<file path="src/design/assert_macros.svh">
// assertion macros used by the twofish core
// clocked on clock, disabled while reset is high
`ifndef ASSERT_MACROS_SVH
`define ASSERT_MACROS_SVH

// same-cycle implication
`define TF_ASSERT_IMP(lbl, ante, cons) \
   lbl: assert property (@(posedge clock) disable iff (reset) (ante) |-> (cons)) \
      else $error("assertion failed");

// next-cycle implication
`define TF_ASSERT_NXT(lbl, ante, cons) \
   lbl: assert property (@(posedge clock) disable iff (reset) (ante) |=> (cons)) \
      else $error("assertion failed");

`endif

</file>
<file path="src/design/tf_pkg.sv">
// twofish shared types, tables and the h function
// used by the key schedule, the round cells and the top level
package tf_pkg;

   localparam int NUM_ROUNDS    = 16;
   localparam int NUM_SUBKEYS   = 40;
   localparam int NUM_KEY_PAIRS = 20;
   localparam int CSR_IDX_W     = 3;
   localparam int MAX_KEY_BYTES = 32;

   localparam logic [CSR_IDX_W-1:0] REG_KEY_WORD_0     = 3'd0;
   localparam logic [CSR_IDX_W-1:0] REG_KEY_WORD_1     = 3'd1;
   localparam logic [CSR_IDX_W-1:0] REG_KEY_WORD_2     = 3'd2;
   localparam logic [CSR_IDX_W-1:0] REG_KEY_WORD_3     = 3'd3;
   localparam logic [CSR_IDX_W-1:0] REG_KEY_LENGTH     = 3'd4;

   localparam logic [1:0] KEY_128 = 2'd0;
   localparam logic [1:0] KEY_192 = 2'd1;
   localparam logic [1:0] KEY_256 = 2'd2;

   localparam logic [8:0] MDS_POLY = 9'h169;
   localparam logic [8:0] RS_POLY  = 9'h14D;

   localparam logic [3:0] Q_TAB [2][4][16] = '{
      '{
         '{4'h8,4'h1,4'h7,4'hD,4'h6,4'hF,4'h3,4'h2,4'h0,4'hB,4'h5,4'h9,4'hE,4'hC,4'hA,4'h4},
         '{4'hE,4'hC,4'hB,4'h8,4'h1,4'h2,4'h3,4'h5,4'hF,4'h4,4'hA,4'h6,4'h7,4'h0,4'h9,4'hD},
         '{4'hB,4'hA,4'h5,4'hE,4'h6,4'hD,4'h9,4'h0,4'hC,4'h8,4'hF,4'h3,4'h2,4'h4,4'h7,4'h1},
         '{4'hD,4'h7,4'hF,4'h4,4'h1,4'h2,4'h6,4'hE,4'h9,4'hB,4'h3,4'h0,4'h8,4'h5,4'hC,4'hA}
      },
      '{
         '{4'h2,4'h8,4'hB,4'hD,4'hF,4'h7,4'h6,4'hE,4'h3,4'h1,4'h9,4'h4,4'h0,4'hA,4'hC,4'h5},
         '{4'h1,4'hE,4'h2,4'hB,4'h4,4'hC,4'h3,4'h7,4'h6,4'hD,4'hA,4'h5,4'hF,4'h9,4'h0,4'h8},
         '{4'h4,4'hC,4'h7,4'h5,4'h1,4'h6,4'h9,4'hA,4'h0,4'hE,4'hD,4'h8,4'h2,4'hB,4'h3,4'hF},
         '{4'hB,4'h9,4'h5,4'h1,4'hC,4'h3,4'hD,4'hE,4'h6,4'h4,4'h7,4'hF,4'h2,4'h0,4'h8,4'hA}
      }
   };

   localparam logic [7:0] MDS_M [4][4] = '{
      '{8'h01,8'hEF,8'h5B,8'h5B},
      '{8'h5B,8'hEF,8'hEF,8'h01},
      '{8'hEF,8'h5B,8'h01,8'hEF},
      '{8'hEF,8'h01,8'hEF,8'h5B}
   };

   localparam logic [7:0] RS_M [4][8] = '{
      '{8'h01,8'hA4,8'h55,8'h87,8'h5A,8'h58,8'hDB,8'h9E},
      '{8'hA4,8'h56,8'h82,8'hF3,8'h1E,8'hC6,8'h68,8'hE5},
      '{8'h02,8'hA1,8'hFC,8'hC1,8'h47,8'hAE,8'h3D,8'h19},
      '{8'hA4,8'h55,8'h87,8'h5A,8'h58,8'hDB,8'h9E,8'h03}
   };

   typedef struct packed {
      logic             op;
      logic [3:0][31:0] w;
   } stage_type;

   typedef struct packed {
      logic             valid;
      logic             busy;
      logic [1:0]       kcode;
      logic [3:0][31:0] sbox;
   } key_state_type;

   function automatic logic [3:0] nib_ror(input logic [3:0] b);
      return {b[0], b[3:1]};
   endfunction

   function automatic logic [7:0] qperm(input logic w, input logic [7:0] x);
      logic [3:0] a1, b1, a2, b2, a3, b3, a4, b4;
      a1 = x[7:4] ^ x[3:0];
      b1 = x[7:4] ^ nib_ror(x[3:0]) ^ {x[4], 3'b000};
      a2 = Q_TAB[w][0][a1];
      b2 = Q_TAB[w][1][b1];
      a3 = a2 ^ b2;
      b3 = a2 ^ nib_ror(b2) ^ {a2[0], 3'b000};
      a4 = Q_TAB[w][2][a3];
      b4 = Q_TAB[w][3][b3];
      return {b4, a4};
   endfunction

   function automatic logic [7:0] gf_mul(input logic [7:0] a, input logic [7:0] b,
                                         input logic [8:0] poly);
      logic [7:0] r;
      logic [8:0] aa;
      r  = 8'h00;
      aa = {1'b0, a};
      for (int i = 0; i < 8; i++) begin
         if (b[i]) begin
            r = r ^ aa[7:0];
         end
         aa = {aa[7:0], 1'b0};
         if (aa[8]) begin
            aa = aa ^ poly;
         end
      end
      return r;
   endfunction

   function automatic logic [31:0] h_fn(input logic [31:0] x, input logic [31:0] l0,
                                        input logic [31:0] l1, input logic [31:0] l2,
                                        input logic [31:0] l3, input logic [1:0] kcode);
      logic [7:0]  y [4];
      logic [7:0]  acc;
      logic [31:0] z;
      for (int j = 0; j < 4; j++) begin
         y[j] = x[8*j +: 8];
      end
      if (kcode == KEY_256) begin
         y[0] = qperm(1'b1, y[0]) ^ l3[7:0];
         y[1] = qperm(1'b0, y[1]) ^ l3[15:8];
         y[2] = qperm(1'b0, y[2]) ^ l3[23:16];
         y[3] = qperm(1'b1, y[3]) ^ l3[31:24];
      end
      if (kcode == KEY_256 || kcode == KEY_192) begin
         y[0] = qperm(1'b1, y[0]) ^ l2[7:0];
         y[1] = qperm(1'b1, y[1]) ^ l2[15:8];
         y[2] = qperm(1'b0, y[2]) ^ l2[23:16];
         y[3] = qperm(1'b0, y[3]) ^ l2[31:24];
      end
      y[0] = qperm(1'b1, qperm(1'b0, qperm(1'b0, y[0]) ^ l1[7:0]) ^ l0[7:0]);
      y[1] = qperm(1'b0, qperm(1'b0, qperm(1'b1, y[1]) ^ l1[15:8]) ^ l0[15:8]);
      y[2] = qperm(1'b1, qperm(1'b1, qperm(1'b0, y[2]) ^ l1[23:16]) ^ l0[23:16]);
      y[3] = qperm(1'b0, qperm(1'b1, qperm(1'b1, y[3]) ^ l1[31:24]) ^ l0[31:24]);
      z = 32'h0;
      for (int i = 0; i < 4; i++) begin
         acc = 8'h00;
         for (int j = 0; j < 4; j++) begin
            acc = acc ^ gf_mul(MDS_M[i][j], y[j], MDS_POLY);
         end
         z[8*i +: 8] = acc;
      end
      return z;
   endfunction

   function automatic logic [31:0] rotl32(input logic [31:0] x, input int n);
      return (x << n) | (x >> (32 - n));
   endfunction

   function automatic logic [31:0] rotr32(input logic [31:0] x, input int n);
      return (x >> n) | (x << (32 - n));
   endfunction

endpackage

</file>
<file path="src/design/tf_round_cell.sv">
// one twofish round with its pipeline register, either direction
// uses tf_pkg for the g function and the stage type
module tf_round_cell (
   input  logic                  clock,
   input  logic                  reset,
   input  logic                  in_valid,
   input  tf_pkg::stage_type     in_data,
   output logic                  in_ready,
   output logic                  out_valid,
   output tf_pkg::stage_type     out_data,
   input  logic                  out_ready,
   input  tf_pkg::key_state_type ks,
   input  logic [31:0]           key_enc_even,
   input  logic [31:0]           key_enc_odd,
   input  logic [31:0]           key_dec_even,
   input  logic [31:0]           key_dec_odd
);

   logic              valid_ff;
   tf_pkg::stage_type data_ff;
   tf_pkg::stage_type data_in;
   logic [31:0]       t0, t1, f0, f1, k_even, k_odd;

   always_comb begin
      k_even = in_data.op ? key_dec_even : key_enc_even;
      k_odd  = in_data.op ? key_dec_odd  : key_enc_odd;
      t0 = tf_pkg::h_fn(in_data.w[0], ks.sbox[0], ks.sbox[1], ks.sbox[2], ks.sbox[3],
                        ks.kcode);
      t1 = tf_pkg::h_fn(tf_pkg::rotl32(in_data.w[1], 8), ks.sbox[0], ks.sbox[1],
                        ks.sbox[2], ks.sbox[3], ks.kcode);
      f0 = t0 + t1 + k_even;
      f1 = t0 + {t1[30:0], 1'b0} + k_odd;
      data_in.op   = in_data.op;
      data_in.w[2] = in_data.w[0];
      data_in.w[3] = in_data.w[1];
      if (in_data.op) begin
         data_in.w[0] = tf_pkg::rotl32(in_data.w[2], 1) ^ f0;
         data_in.w[1] = tf_pkg::rotr32(in_data.w[3] ^ f1, 1);
      end else begin
         data_in.w[0] = tf_pkg::rotr32(in_data.w[2] ^ f0, 1);
         data_in.w[1] = tf_pkg::rotl32(in_data.w[3], 1) ^ f1;
      end
   end

   assign in_ready  = !valid_ff || out_ready;
   assign out_valid = valid_ff;
   assign out_data  = data_ff;

   always_ff @(posedge clock) begin
      if (reset) begin
         valid_ff <= 1'b0;
      end else if (in_ready) begin
         valid_ff <= in_valid;
      end
   end

   always_ff @(posedge clock) begin
      if (in_ready && in_valid) begin
         data_ff <= data_in;
      end
   end

endmodule
</file>
<file path="config.mk">
export PLATFORM = sky130hd
export DESIGN_NAME = tf_round_cell
export DESIGN_NICKNAME = d
export VERILOG_FILES = /design/src/design/assert_macros.svh /design/src/design/tf_pkg.sv /design/src/design/tf_round_cell.sv
export SDC_FILE = /design/constraint.sdc
export NUM_CORES = 2
export LEC_CHECK = 0
export ABC_AREA = 1
export BUFFER_PORTS_ARGS = -buffer_cell sky130_fd_sc_hd__buf_2
export CORE_AREA = 5 5 514 363
export DETAILED_ROUTE_END_ITERATION = 8
export DIE_AREA = 0 0 519 368
export PLACE_DENSITY = 0.65
export SYNTH_ARGS = -nofsm -noshare
export SYNTH_HDL_FRONTEND = slang
export SYNTH_SLANG_ARGS = --single-unit
export TNS_END_PERCENT = 100
</file>
<file path="constraint.sdc">
create_clock -name clock -period 45.1 [get_ports clock]
set_clock_uncertainty 0.05 [all_clocks]
set_input_delay 4.51 -clock clock [delete_from_list [all_inputs] [get_ports clock]]
set_output_delay 4.51 -clock clock [all_outputs]
set_load 0.02 [all_outputs]
</file>
==> flow_metrics.tcl <==
set metrics [dict create \
    rsz0062_at_grt "no" \
    ios 524 \
    portBuffers 521 \
    ys_seq_area_share_pct 5.41 \
    gp_congestion 1.01 \
    clockBufferDepth 2 \
    syn_avg_cell_area_um2 5.27 \
    rows 131 \
    post_cts_buffers 0 \
    synth-compound-area-share_pct 3.78 \
    syn_nets 14677 \
    status "finished, final reports clean" \
    synth-simple-area-share_pct 66.2 \
    placed_area_um2 77000 \
    synthArstFlopShare_pct 0 \
    crit_top_cell "nand2_1" \
    timing.fmax_ghz 0.0440 \
    timing.setup.tns_ns 0 \
    use_met2_pct 34.6 \
    r2r_start "out_valid$_SDFFE_PP0N_" \
    cp.arrival_ns 22.97 \
    synth.mux.area_fraction_pct 0.292 \
    synth_edf_count 129 \
    hold_buffers 0 \
    synth_top_area_share_pct 34.7 \
    synth_cell_types 65 \
    drive_gt1_share_pct 15.0 \
    required_ns 45.32 \
    vias 85042 \
    die_h_um 368 \
    cts_max_level 4 \
    dp_hpwl_um 197000 \
    finalSetupViolCount 0 \
    first_pass_iters 6 \
    clk_latency_ns 0.55 \
    drt_wl_total_um 232000 \
    cpPeakStageDelay_ns 0.48 \
    period_share_pct 50.4 \
    post_cts_resized 0 \
    synth_top_family_by_area "simple AND/OR/NAND/NOR gates" \
    wl_per_cell_um 14.0 \
    synth_top_cell_by_area "nand2_1" \
    cts.sink_count 130 \
    min_path_cells 2 \
    cts_buffers 17 \
    critPathCaptureType "flop" \
    synthCells 13650 \
    grt_pass1_wl_um 374000 \
    reg2reg_depth 2 \
    cp_max_fo 8 \
    reg2reg_slack_ns 42.68 \
    grt.total_usage_pct 23.3 \
    cts-root-buf "clkbuf_16" \
    slew_viol_final 0 \
    final_nets 15140 \
    drtIter0Drc 7837 \
    netlist_area_um2 72000 \
    hp-class "flop to flop" \
    start_kind "input pin" \
    final_cells 16550 \
    synthTopCellsByArea "nand2_1 35%, nand3_1 17%, ha_1 10%" \
    cts_tree "built" \
    syn2layout_area_growth_pct 7.95 \
    drv_cap 0 \
    path_class "input pin to flop" \
    top_usage_layer "met2" \
    grt_use_met1_pct 34.3 \
    final.min_clock_period_ns 22.75 \
    min-delay-start "out_valid$_SDFFE_PP0N_" \
    synth_top_flop_cell "edfxtp_1" \
    start_util_pct 39.7 \
    hold_slack_ns 0.487 \
    dieWidth_um 519 \
    grt_pass1_vias 73495 \
    drtAntennaViolNets 0 \
    maxSlewHeadroom_pct 36.0 \
    final_area_um2 77700 \
    drc 0 \
    critPathSlowestCell "fa_1" \
    core-area_um2 181000 \
    placed_cells 16488 \
    grt_overflow_total 0 \
    synth-adder-area-share_pct 11.5 \
    clk_pin_slew_ns 0.10 \
    grt_max_degree 90 \
    final-hold-violation-count 0 \
    worst_pin_slew_ns 0.958 \
    dieArea_um2 191000 \
    worstReg2RegEnd "out_data[3]$_DFFE_PP_" \
    use_met3_pct 3.91 \
    synth_seq_cells 130 \
    routed_via_density 5.14 \
    min_to "out_valid$_SDFFE_PP0N_" \
    antenna_found_initial 42 \
    yosysWarnings 0 \
    synth-xor-area-share_pct 5.61 \
]
layout by cell type (no fill, tap or decap), types with 35 or more instances in the layout:
master    instances
edfxtp_1        129
nor2_1          227
nand3_2         119
nand3_1        2453
o21ai_1          35
nand4_1          51
nand2_1        6653
o21ai_0         180
xnor2_1         107
nand2_4          89
xor2_1          254
a21oi_1         162
ha_1            586
buf_2           520
inv_1           995
nand2_2        1011
inv_2           185
fa_1             47
cell type report:
| class | count | area, um^2 |
|---|---|---|
| Fill cell | 20135 | 104000 |
| Sequential cell | 130 | 3890 |
| Inverter | 1193 | 4500 |
| Tap cell | 2394 | 3000 |
| Clock inverter | 14 | 165 |
| Timing Repair Buffer | 532 | 2690 |
| Clock buffer | 18 | 429 |
| Antenna cell | 30 | 75.1 |
| Multi-Input combinational cell | 12239 | 63000 |
critical path, delay by kind of cell:
family | cells | cell delay (ns)
compound gates | 15 | 3.78
xor+xnor | 2 | 0.68
fa+ha+maj | 13 | 3.64
buf+inv | 21 | 1.72
simple gates | 79 | 8.59
kinds of logic after synthesis:
logic type | after synthesis
simple gates | 10706
buf+inv | 1281
fa+ha+maj | 634
compound gates | 467
xor+xnor | 411
flops | 130
mux | 21
state kept, by name (all words and copies together), names as in the netlist:
name       count
out_data     129
out_valid      1
routing by layer:
metal / vias to the layer above / wire length [um]
met5: - / 7
met4: 2 / 5290
met3: 216 / 17600
met2: 2445 / 93800
met1: 37880 / 116000
li1: 44499 / -
metrics by stage:
| step | util (%) | setup WS (ns) |
|---|---|---|
| 5_1_grt | 42.9 | 20.80 |
| 3_3_place_gp | 42.5 | 22.42 |
| 2_1_floorplan | - | 25.95 |
| 3_5_place_dp | 42.5 | 22.31 |
| 6_report | 42.9 | 22.35 |
| 4_1_cts | 42.8 | 22.82 |
cells in the mapped netlist (30+ instances only):
cell type,n
xor2_1,254
nand2_2,1011
nor2_1,227
xnor2_1,107
o21ai_0,180
o21ai_1,35
ha_1,587
inv_1,998
nand3_1,2453
nand3_2,119
nand2_1,6653
nand3b_1,33
inv_2,184
xor2_2,30
fa_1,47
nand2_4,89
nand4_1,51
edfxtp_1,129
clkbuf_1,34
a21oi_1,163
how the worst max path moves through the flow:
stage | from | to | slack, ns | cells after the start
after floorplan | in_data[33] | out_data[30]$_DFFE_PP_ | 25.95 | 124
after global placement | in_data[9] | out_data[31]$_DFFE_PP_ | 22.42 | 128
after detailed placement | in_data[9] | out_data[31]$_DFFE_PP_ | 22.31 | 122
after CTS | in_data[9] | out_data[31]$_DFFE_PP_ | 22.82 | 130
after global routing | in_data[9] | out_data[31]$_DFFE_PP_ | 20.80 | 132
final | in_data[9] | out_data[31]$_DFFE_PP_ | 22.35 | 130
Power is not shown: default switching activity piles up to over one toggle a cycle in this logic, so the estimate is an artifact.
