`src/design/assert_macros.svh`:
```
// assertion macros used by the twofish core
// clocked on clock, disabled while reset is high
`ifndef ASSERT_MACROS_SVH
`define ASSERT_MACROS_SVH

// same-cycle implication
`define TF_ASSERT_IMP(lbl, ante, cons) \
   lbl: assert property (@(posedge clock) disable iff (reset) (ante) |-> (cons)) \
      else $error("assertion failed");

// next-cycle implication
`define TF_ASSERT_NXT(lbl, ante, cons) \
   lbl: assert property (@(posedge clock) disable iff (reset) (ante) |=> (cons)) \
      else $error("assertion failed");

`endif

```
`src/design/tf_pkg.sv`:
```
// twofish shared types, tables and the h function
// used by the key schedule, the round cells and the top level
package tf_pkg;

   localparam int NUM_ROUNDS    = 16;
   localparam int NUM_SUBKEYS   = 40;
   localparam int NUM_KEY_PAIRS = 20;
   localparam int CSR_IDX_W     = 3;
   localparam int MAX_KEY_BYTES = 32;

   localparam logic [CSR_IDX_W-1:0] REG_KEY_WORD_0     = 3'd0;
   localparam logic [CSR_IDX_W-1:0] REG_KEY_WORD_1     = 3'd1;
   localparam logic [CSR_IDX_W-1:0] REG_KEY_WORD_2     = 3'd2;
   localparam logic [CSR_IDX_W-1:0] REG_KEY_WORD_3     = 3'd3;
   localparam logic [CSR_IDX_W-1:0] REG_KEY_LENGTH     = 3'd4;

   localparam logic [1:0] KEY_128 = 2'd0;
   localparam logic [1:0] KEY_192 = 2'd1;
   localparam logic [1:0] KEY_256 = 2'd2;

   localparam logic [8:0] MDS_POLY = 9'h169;
   localparam logic [8:0] RS_POLY  = 9'h14D;

   localparam logic [3:0] Q_TAB [2][4][16] = '{
      '{
         '{4'h8,4'h1,4'h7,4'hD,4'h6,4'hF,4'h3,4'h2,4'h0,4'hB,4'h5,4'h9,4'hE,4'hC,4'hA,4'h4},
         '{4'hE,4'hC,4'hB,4'h8,4'h1,4'h2,4'h3,4'h5,4'hF,4'h4,4'hA,4'h6,4'h7,4'h0,4'h9,4'hD},
         '{4'hB,4'hA,4'h5,4'hE,4'h6,4'hD,4'h9,4'h0,4'hC,4'h8,4'hF,4'h3,4'h2,4'h4,4'h7,4'h1},
         '{4'hD,4'h7,4'hF,4'h4,4'h1,4'h2,4'h6,4'hE,4'h9,4'hB,4'h3,4'h0,4'h8,4'h5,4'hC,4'hA}
      },
      '{
         '{4'h2,4'h8,4'hB,4'hD,4'hF,4'h7,4'h6,4'hE,4'h3,4'h1,4'h9,4'h4,4'h0,4'hA,4'hC,4'h5},
         '{4'h1,4'hE,4'h2,4'hB,4'h4,4'hC,4'h3,4'h7,4'h6,4'hD,4'hA,4'h5,4'hF,4'h9,4'h0,4'h8},
         '{4'h4,4'hC,4'h7,4'h5,4'h1,4'h6,4'h9,4'hA,4'h0,4'hE,4'hD,4'h8,4'h2,4'hB,4'h3,4'hF},
         '{4'hB,4'h9,4'h5,4'h1,4'hC,4'h3,4'hD,4'hE,4'h6,4'h4,4'h7,4'hF,4'h2,4'h0,4'h8,4'hA}
      }
   };

   localparam logic [7:0] MDS_M [4][4] = '{
      '{8'h01,8'hEF,8'h5B,8'h5B},
      '{8'h5B,8'hEF,8'hEF,8'h01},
      '{8'hEF,8'h5B,8'h01,8'hEF},
      '{8'hEF,8'h01,8'hEF,8'h5B}
   };

   localparam logic [7:0] RS_M [4][8] = '{
      '{8'h01,8'hA4,8'h55,8'h87,8'h5A,8'h58,8'hDB,8'h9E},
      '{8'hA4,8'h56,8'h82,8'hF3,8'h1E,8'hC6,8'h68,8'hE5},
      '{8'h02,8'hA1,8'hFC,8'hC1,8'h47,8'hAE,8'h3D,8'h19},
      '{8'hA4,8'h55,8'h87,8'h5A,8'h58,8'hDB,8'h9E,8'h03}
   };

   typedef struct packed {
      logic             op;
      logic [3:0][31:0] w;
   } stage_type;

   typedef struct packed {
      logic             valid;
      logic             busy;
      logic [1:0]       kcode;
      logic [3:0][31:0] sbox;
   } key_state_type;

   function automatic logic [3:0] nib_ror(input logic [3:0] b);
      return {b[0], b[3:1]};
   endfunction

   function automatic logic [7:0] qperm(input logic w, input logic [7:0] x);
      logic [3:0] a1, b1, a2, b2, a3, b3, a4, b4;
      a1 = x[7:4] ^ x[3:0];
      b1 = x[7:4] ^ nib_ror(x[3:0]) ^ {x[4], 3'b000};
      a2 = Q_TAB[w][0][a1];
      b2 = Q_TAB[w][1][b1];
      a3 = a2 ^ b2;
      b3 = a2 ^ nib_ror(b2) ^ {a2[0], 3'b000};
      a4 = Q_TAB[w][2][a3];
      b4 = Q_TAB[w][3][b3];
      return {b4, a4};
   endfunction

   function automatic logic [7:0] gf_mul(input logic [7:0] a, input logic [7:0] b,
                                         input logic [8:0] poly);
      logic [7:0] r;
      logic [8:0] aa;
      r  = 8'h00;
      aa = {1'b0, a};
      for (int i = 0; i < 8; i++) begin
         if (b[i]) begin
            r = r ^ aa[7:0];
         end
         aa = {aa[7:0], 1'b0};
         if (aa[8]) begin
            aa = aa ^ poly;
         end
      end
      return r;
   endfunction

   function automatic logic [31:0] h_fn(input logic [31:0] x, input logic [31:0] l0,
                                        input logic [31:0] l1, input logic [31:0] l2,
                                        input logic [31:0] l3, input logic [1:0] kcode);
      logic [7:0]  y [4];
      logic [7:0]  acc;
      logic [31:0] z;
      for (int j = 0; j < 4; j++) begin
         y[j] = x[8*j +: 8];
      end
      if (kcode == KEY_256) begin
         y[0] = qperm(1'b1, y[0]) ^ l3[7:0];
         y[1] = qperm(1'b0, y[1]) ^ l3[15:8];
         y[2] = qperm(1'b0, y[2]) ^ l3[23:16];
         y[3] = qperm(1'b1, y[3]) ^ l3[31:24];
      end
      if (kcode == KEY_256 || kcode == KEY_192) begin
         y[0] = qperm(1'b1, y[0]) ^ l2[7:0];
         y[1] = qperm(1'b1, y[1]) ^ l2[15:8];
         y[2] = qperm(1'b0, y[2]) ^ l2[23:16];
         y[3] = qperm(1'b0, y[3]) ^ l2[31:24];
      end
      y[0] = qperm(1'b1, qperm(1'b0, qperm(1'b0, y[0]) ^ l1[7:0]) ^ l0[7:0]);
      y[1] = qperm(1'b0, qperm(1'b0, qperm(1'b1, y[1]) ^ l1[15:8]) ^ l0[15:8]);
      y[2] = qperm(1'b1, qperm(1'b1, qperm(1'b0, y[2]) ^ l1[23:16]) ^ l0[23:16]);
      y[3] = qperm(1'b0, qperm(1'b1, qperm(1'b1, y[3]) ^ l1[31:24]) ^ l0[31:24]);
      z = 32'h0;
      for (int i = 0; i < 4; i++) begin
         acc = 8'h00;
         for (int j = 0; j < 4; j++) begin
            acc = acc ^ gf_mul(MDS_M[i][j], y[j], MDS_POLY);
         end
         z[8*i +: 8] = acc;
      end
      return z;
   endfunction

   function automatic logic [31:0] rotl32(input logic [31:0] x, input int n);
      return (x << n) | (x >> (32 - n));
   endfunction

   function automatic logic [31:0] rotr32(input logic [31:0] x, input int n);
      return (x >> n) | (x << (32 - n));
   endfunction

endpackage

```
`src/design/tf_key_sched.sv`:
```
// key registers and key schedule sequencer: one subkey pair per cycle,
// shifted into a 40-word chain; uses tf_pkg
module tf_key_sched (
   input  logic                        clock,
   input  logic                        reset,
   input  logic                        csr_we,
   input  logic [tf_pkg::CSR_IDX_W-1:0] csr_index,
   input  logic [63:0]                 csr_wdata,
   output tf_pkg::key_state_type       ks,
   output logic [39:0][31:0]           round_keys
);

   typedef enum logic [1:0] {ST_STALE, ST_RUN, ST_READY} state_type;

   state_type        state_ff;
   logic [4:0]       cnt_ff;
   logic [63:0]      key_ff [4];
   logic [5:0]       len_ff;
   logic [31:0]      rk_ff [40];
   logic [1:0]       kcode_ff;
   logic [3:0][31:0] sbox_ff;

   logic [5:0]       len_eff;
   logic [7:0]       kb [32];
   logic [31:0]      me [4];
   logic [31:0]      mo [4];
   logic [1:0]       kcode;
   logic [31:0]      rs [4];
   logic [3:0][31:0] sbox_in;
   logic [7:0]       acc;
   logic [31:0]      ha, hb, sum_ab, sum_a2b;

   always_comb begin
      len_eff = (len_ff > 6'(tf_pkg::MAX_KEY_BYTES)) ? 6'(tf_pkg::MAX_KEY_BYTES) : len_ff;
      for (int n = 0; n < 32; n++) begin
         kb[n] = (6'(n) < len_eff) ? key_ff[n / 8][8*(n % 8) +: 8] : 8'h00;
      end
      for (int i = 0; i < 4; i++) begin
         me[i] = {kb[8*i+3], kb[8*i+2], kb[8*i+1], kb[8*i]};
         mo[i] = {kb[8*i+7], kb[8*i+6], kb[8*i+5], kb[8*i+4]};
      end
      if (len_eff <= 6'd16) begin
         kcode = tf_pkg::KEY_128;
      end else if (len_eff <= 6'd24) begin
         kcode = tf_pkg::KEY_192;
      end else begin
         kcode = tf_pkg::KEY_256;
      end
      for (int i = 0; i < 4; i++) begin
         for (int r = 0; r < 4; r++) begin
            acc = 8'h00;
            for (int c = 0; c < 8; c++) begin
               acc = acc ^ tf_pkg::gf_mul(tf_pkg::RS_M[r][c], kb[8*i+c], tf_pkg::RS_POLY);
            end
            rs[i][8*r +: 8] = acc;
         end
      end
      sbox_in = '0;
      unique case (kcode)
         tf_pkg::KEY_128: begin
            sbox_in[1] = rs[0];
            sbox_in[0] = rs[1];
         end
         tf_pkg::KEY_192: begin
            sbox_in[2] = rs[0];
            sbox_in[1] = rs[1];
            sbox_in[0] = rs[2];
         end
         default: begin
            sbox_in[3] = rs[0];
            sbox_in[2] = rs[1];
            sbox_in[1] = rs[2];
            sbox_in[0] = rs[3];
         end
      endcase
   end

   // subkey pair for index cnt
   always_comb begin
      ha = tf_pkg::h_fn({4{2'b00, cnt_ff, 1'b0}}, me[0], me[1], me[2], me[3], kcode_ff);
      hb = tf_pkg::rotl32(
              tf_pkg::h_fn({4{2'b00, cnt_ff, 1'b1}}, mo[0], mo[1], mo[2], mo[3], kcode_ff), 8);
      sum_ab  = ha + hb;
      sum_a2b = tf_pkg::rotl32(ha + {hb[30:0], 1'b0}, 9);
   end

   always_ff @(posedge clock) begin
      if (reset) begin
         state_ff <= ST_STALE;
         cnt_ff   <= '0;
         for (int i = 0; i < 4; i++) begin
            key_ff[i] <= '0;
         end
         len_ff   <= 6'd16;
      end else if (csr_we) begin
         priority case (csr_index)
            tf_pkg::REG_KEY_WORD_0,
            tf_pkg::REG_KEY_WORD_1,
            tf_pkg::REG_KEY_WORD_2,
            tf_pkg::REG_KEY_WORD_3: begin
               key_ff[csr_index[1:0]] <= csr_wdata;
               state_ff               <= ST_STALE;
            end
            tf_pkg::REG_KEY_LENGTH: begin
               len_ff   <= csr_wdata[5:0];
               state_ff <= ST_STALE;
            end
            default: begin
            end
         endcase
      end else begin
         unique case (state_ff)
            ST_STALE: begin
               state_ff <= ST_RUN;
               cnt_ff   <= '0;
            end
            ST_RUN: begin
               cnt_ff <= cnt_ff + 5'd1;
               if (cnt_ff == 5'(tf_pkg::NUM_KEY_PAIRS - 1)) begin
                  state_ff <= ST_READY;
               end
            end
            default: begin
            end
         endcase
      end
   end

   always_ff @(posedge clock) begin
      if (state_ff == ST_STALE) begin
         kcode_ff <= kcode;
         sbox_ff  <= sbox_in;
      end
      if (state_ff == ST_RUN) begin
         for (int j = 0; j < tf_pkg::NUM_SUBKEYS - 2; j++) begin
            rk_ff[j] <= rk_ff[j+2];
         end
         rk_ff[tf_pkg::NUM_SUBKEYS-2] <= sum_ab;
         rk_ff[tf_pkg::NUM_SUBKEYS-1] <= sum_a2b;
      end
   end

   always_comb begin
      ks.valid = (state_ff == ST_READY);
      ks.busy  = (state_ff == ST_RUN);
      ks.kcode = kcode_ff;
      ks.sbox  = sbox_ff;
      for (int j = 0; j < tf_pkg::NUM_SUBKEYS; j++) begin
         round_keys[j] = rk_ff[j];
      end
   end

endmodule

```
`config.mk`:
```
export PLATFORM = sky130hd
export DESIGN_NAME = tf_key_sched
export DESIGN_NICKNAME = d
export VERILOG_FILES = /design/src/design/assert_macros.svh /design/src/design/tf_pkg.sv /design/src/design/tf_key_sched.sv
export SDC_FILE = /design/constraint.sdc
export NUM_CORES = 2
export LEC_CHECK = 0
export ABC_CLOCK_PERIOD_IN_PS = 136900
export BUFFER_PORTS_ARGS = -buffer_cell sky130_fd_sc_hd__buf_4
export CAP_MARGIN = 30
export CORE_AREA = 2 2 574 576
export CTS_CLUSTER_DIAMETER = 50
export DETAILED_ROUTE_END_ITERATION = 10
export DIE_AREA = 0 0 576 578
export GPL_TIMING_DRIVEN = 0
export SYNTH_ARGS = -nofsm -noshare
export SYNTH_HDL_FRONTEND = slang
export SYNTH_SLANG_ARGS = --single-unit
export TNS_END_PERCENT = 20
```
`constraint.sdc`:
```
create_clock -name clock -period 136.9 [get_ports clock]
set_input_delay 6.845 -clock clock [delete_from_list [all_inputs] [get_ports clock]]
set_output_delay 6.845 -clock clock [all_outputs]
set_load 0.05 [all_outputs]
```
==> run_results.csv <==
group,metric,value,unit
die,initial_core_util,38.1,%
clocking,clock-sinks,1679,
sta,setup_viol,0,
sta,max_freq,37.5,MHz
synthesis,ys_warn_count,0,
routing,via_count,104000,
die,die_w,576,um
synthesis,synth_cells,11800,
routing,drtIter0Drc,12500,
placed_design,dp_hpwl,554000,um
finish,drive_above_1_share,18.6,%
setup_path,crit_type,"reg -> reg",
setup_path,start_kind,"register",
sta,finalWorstSetupSlack,110.21,ns
placed_design,io_buffers,1480,
clocking,cts_inserted_buffers,209,
outcome,outcome,"finished with violations",
sta,setup_tns,0,ns
clocking,cts-resized-gates,0,
die,die_y,578,um
finish,fill_cells,31200,
routing,drt-vias-per-instance,5.71,
finish,seqCellArea,50300,um2
synthesis,synth_edf_count,1666,
synthesis,synth-seq-area-share,40.4,%
grt,antenna_found_initial,68,
placed_design,post-place-ws,110.90,ns
synthesis,synth_cell_type_count,147,
grt,grt_pass1_vias,94500,
routing,postRouteAntennaNets,1,
setup_path,cp.required,137.52,ns
grt,grt_max_degree,65,
clocking,h-tree-depth,4,
sta,rsz0062_at_grt,"no",
clocking,cts_tree,"yes",
grt,grt_usage,37.2,%
sta,slew-limit-headroom,8.63,%
clocking,insertion_delay,0.94,ns
synthesis,synth-main-ff-cell,"edfxtp_1",
finish,final_cell_mix,"xnor2_1 (2128), edfxtp_1 (1666), buf_4 (1525)",
synthesis,avgSynthCellArea,10.5,um2
setup_path,path_delay_family,"buffers and inverters",
synthesis,synthArstFlopShare,0,%
sta,hold_violations,0,
finish,multi_input_area,70600,um2
die,io_pins,1482,
setup_path,arrival,27.31,ns
flow_run,max-cap-violations,0,
sta,period_minus_slack,26.69,ns
synthesis,syn_nets,12400,
synthesis,synth.area.top_cells,"edfxtp_1 (40%), xnor2_1 (15%), ha_1 (5.7%)",
grt,grt_pass1_wl,838000,um
die,dieArea,333000,um2
outcome,violations,"antenna violations",
placed_design,dp_cells,17800,
routing,drc,0,
clocking,cts-root-buf,"clkbuf_16",
finish,fin_nets,14300,
sta,clock_skew,0.0914,ns
clocking,cts_buffer_depth,4,
sta,fin_crit_sh,19.5,%
routing,wl_per_cell,35.5,um
synthesis,post-synth-top-area-cell,"edfxtp_1",
sta,slew_viol_final,0,
worst_hold_path,hp-class,"reg -> reg",
setup_path,cp_max_fo,10,
routing,dr.pass1.iters,7,
setup_path,rrSetupSlack,110.21,ns
placed_design,place_congestion,1.08,
clocking,clk_pin_slew,0.06,ns
setup_path,slowest_stage,"buf_1",
clocking,cts_setup_buffers,0,
die,placement_rows,210,
die,core,326000,um2
clocking,postCtsHoldBufs,0,
synthesis,synth_seq_cells,1679,
setup_path,crit_buf_inv,22,
synthesis,synth_area,124000,um2
sta,tightest_slew,1.37,ns
finish,layout_commonest_cell,"xnor2_1",
grt,gr-total-overflow,0,
synthesis,synth_top_area_share,40.2,%
setup_path,slowest_delay,0.76,ns
setup_path,cp-end-kind,"register",
finish,area_growth,21.3,%
routing,wirelength,647000,um
finish,stdcell_count,18200,
==> logic make-up after synthesis <==
| group | Yosys count | share of synthesized area (%) |
|---|---|---|
| mux | 542 | 5.03 |
| fa+ha+maj | 573 | 5.74 |
| simple gates | 3075 | 11.7 |
| compound gates | 1946 | 11.3 |
| flops | 1679 | 40.4 |
| buf+inv | 979 | 3.04 |
| xor+xnor | 3015 | 22.7 |
==> layout make-up <==
class,count,area share [%]
antenna,44,0.0730
tap,4346,3.60
multi-input combinational,9151,46.8
clock inverter,130,1.05
buffer,480,1.27
clock buffer,255,3.61
sequential,1679,33.3
inverter,499,1.24
timing repair buffer,1651,9.04
==> sequential cells by signal (all words and copies together) (netlist names) <==
name and cells:
state_ff 2, cnt_ff 5, len_ff 6, rk_ff 1280
kcode_ff 2, ks 128, key_ff 256
==> layer usage <==
layer	routed length, um	vias up	GRT usage [%]
met1	250000	51900	46.5
li1	-	45800	-
met3	69000	995	11.3
met2	279000	5475	56.1
met4	48300	26	23.6
met5	187	-	0
==> cells in the mapped netlist, types with 186 or more instances <==
master and instances:
and2_1 199, inv_1 470, nor2_1 926, edfxtp_1 1666
nor3_1 186, xor2_1 695, o21ai_0 276, mux2i_1 352
clkbuf_1 379, nand3_1 234, xnor2_1 2159, ha_1 562
nand2_1 858, a21oi_1 341
==> worst paths after layout <==
check / depth (start not counted) / startpoint / to
worst min-delay path: 0 / rk_ff[5][30] / rk_ff[4][30]
worst min register to register: 0 / rk_ff[5][30] / rk_ff[4][30]
worst max register to register: 81 / kcode_ff[0] / rk_ff[19][31]
worst max-delay path: 81 / kcode_ff[0] / rk_ff[19][31]
==> per-stage QoR <==
step / hold WS (ns) / cell area (um2) / util [%]
final: 0.386 / 151000 / 46.2
after global routing: 0.401 / 151000 / 46.2
after CTS: 0.392 / 151000 / 46.2
after detailed placement: 0.433 / 144000 / 44.0
after global placement: 0.429 / 141000 / 43.2
after floorplan: 0.472 / 124000 / -
Power is not shown: default switching activity piles up to over one toggle a cycle in this logic, so the estimate is an artifact.
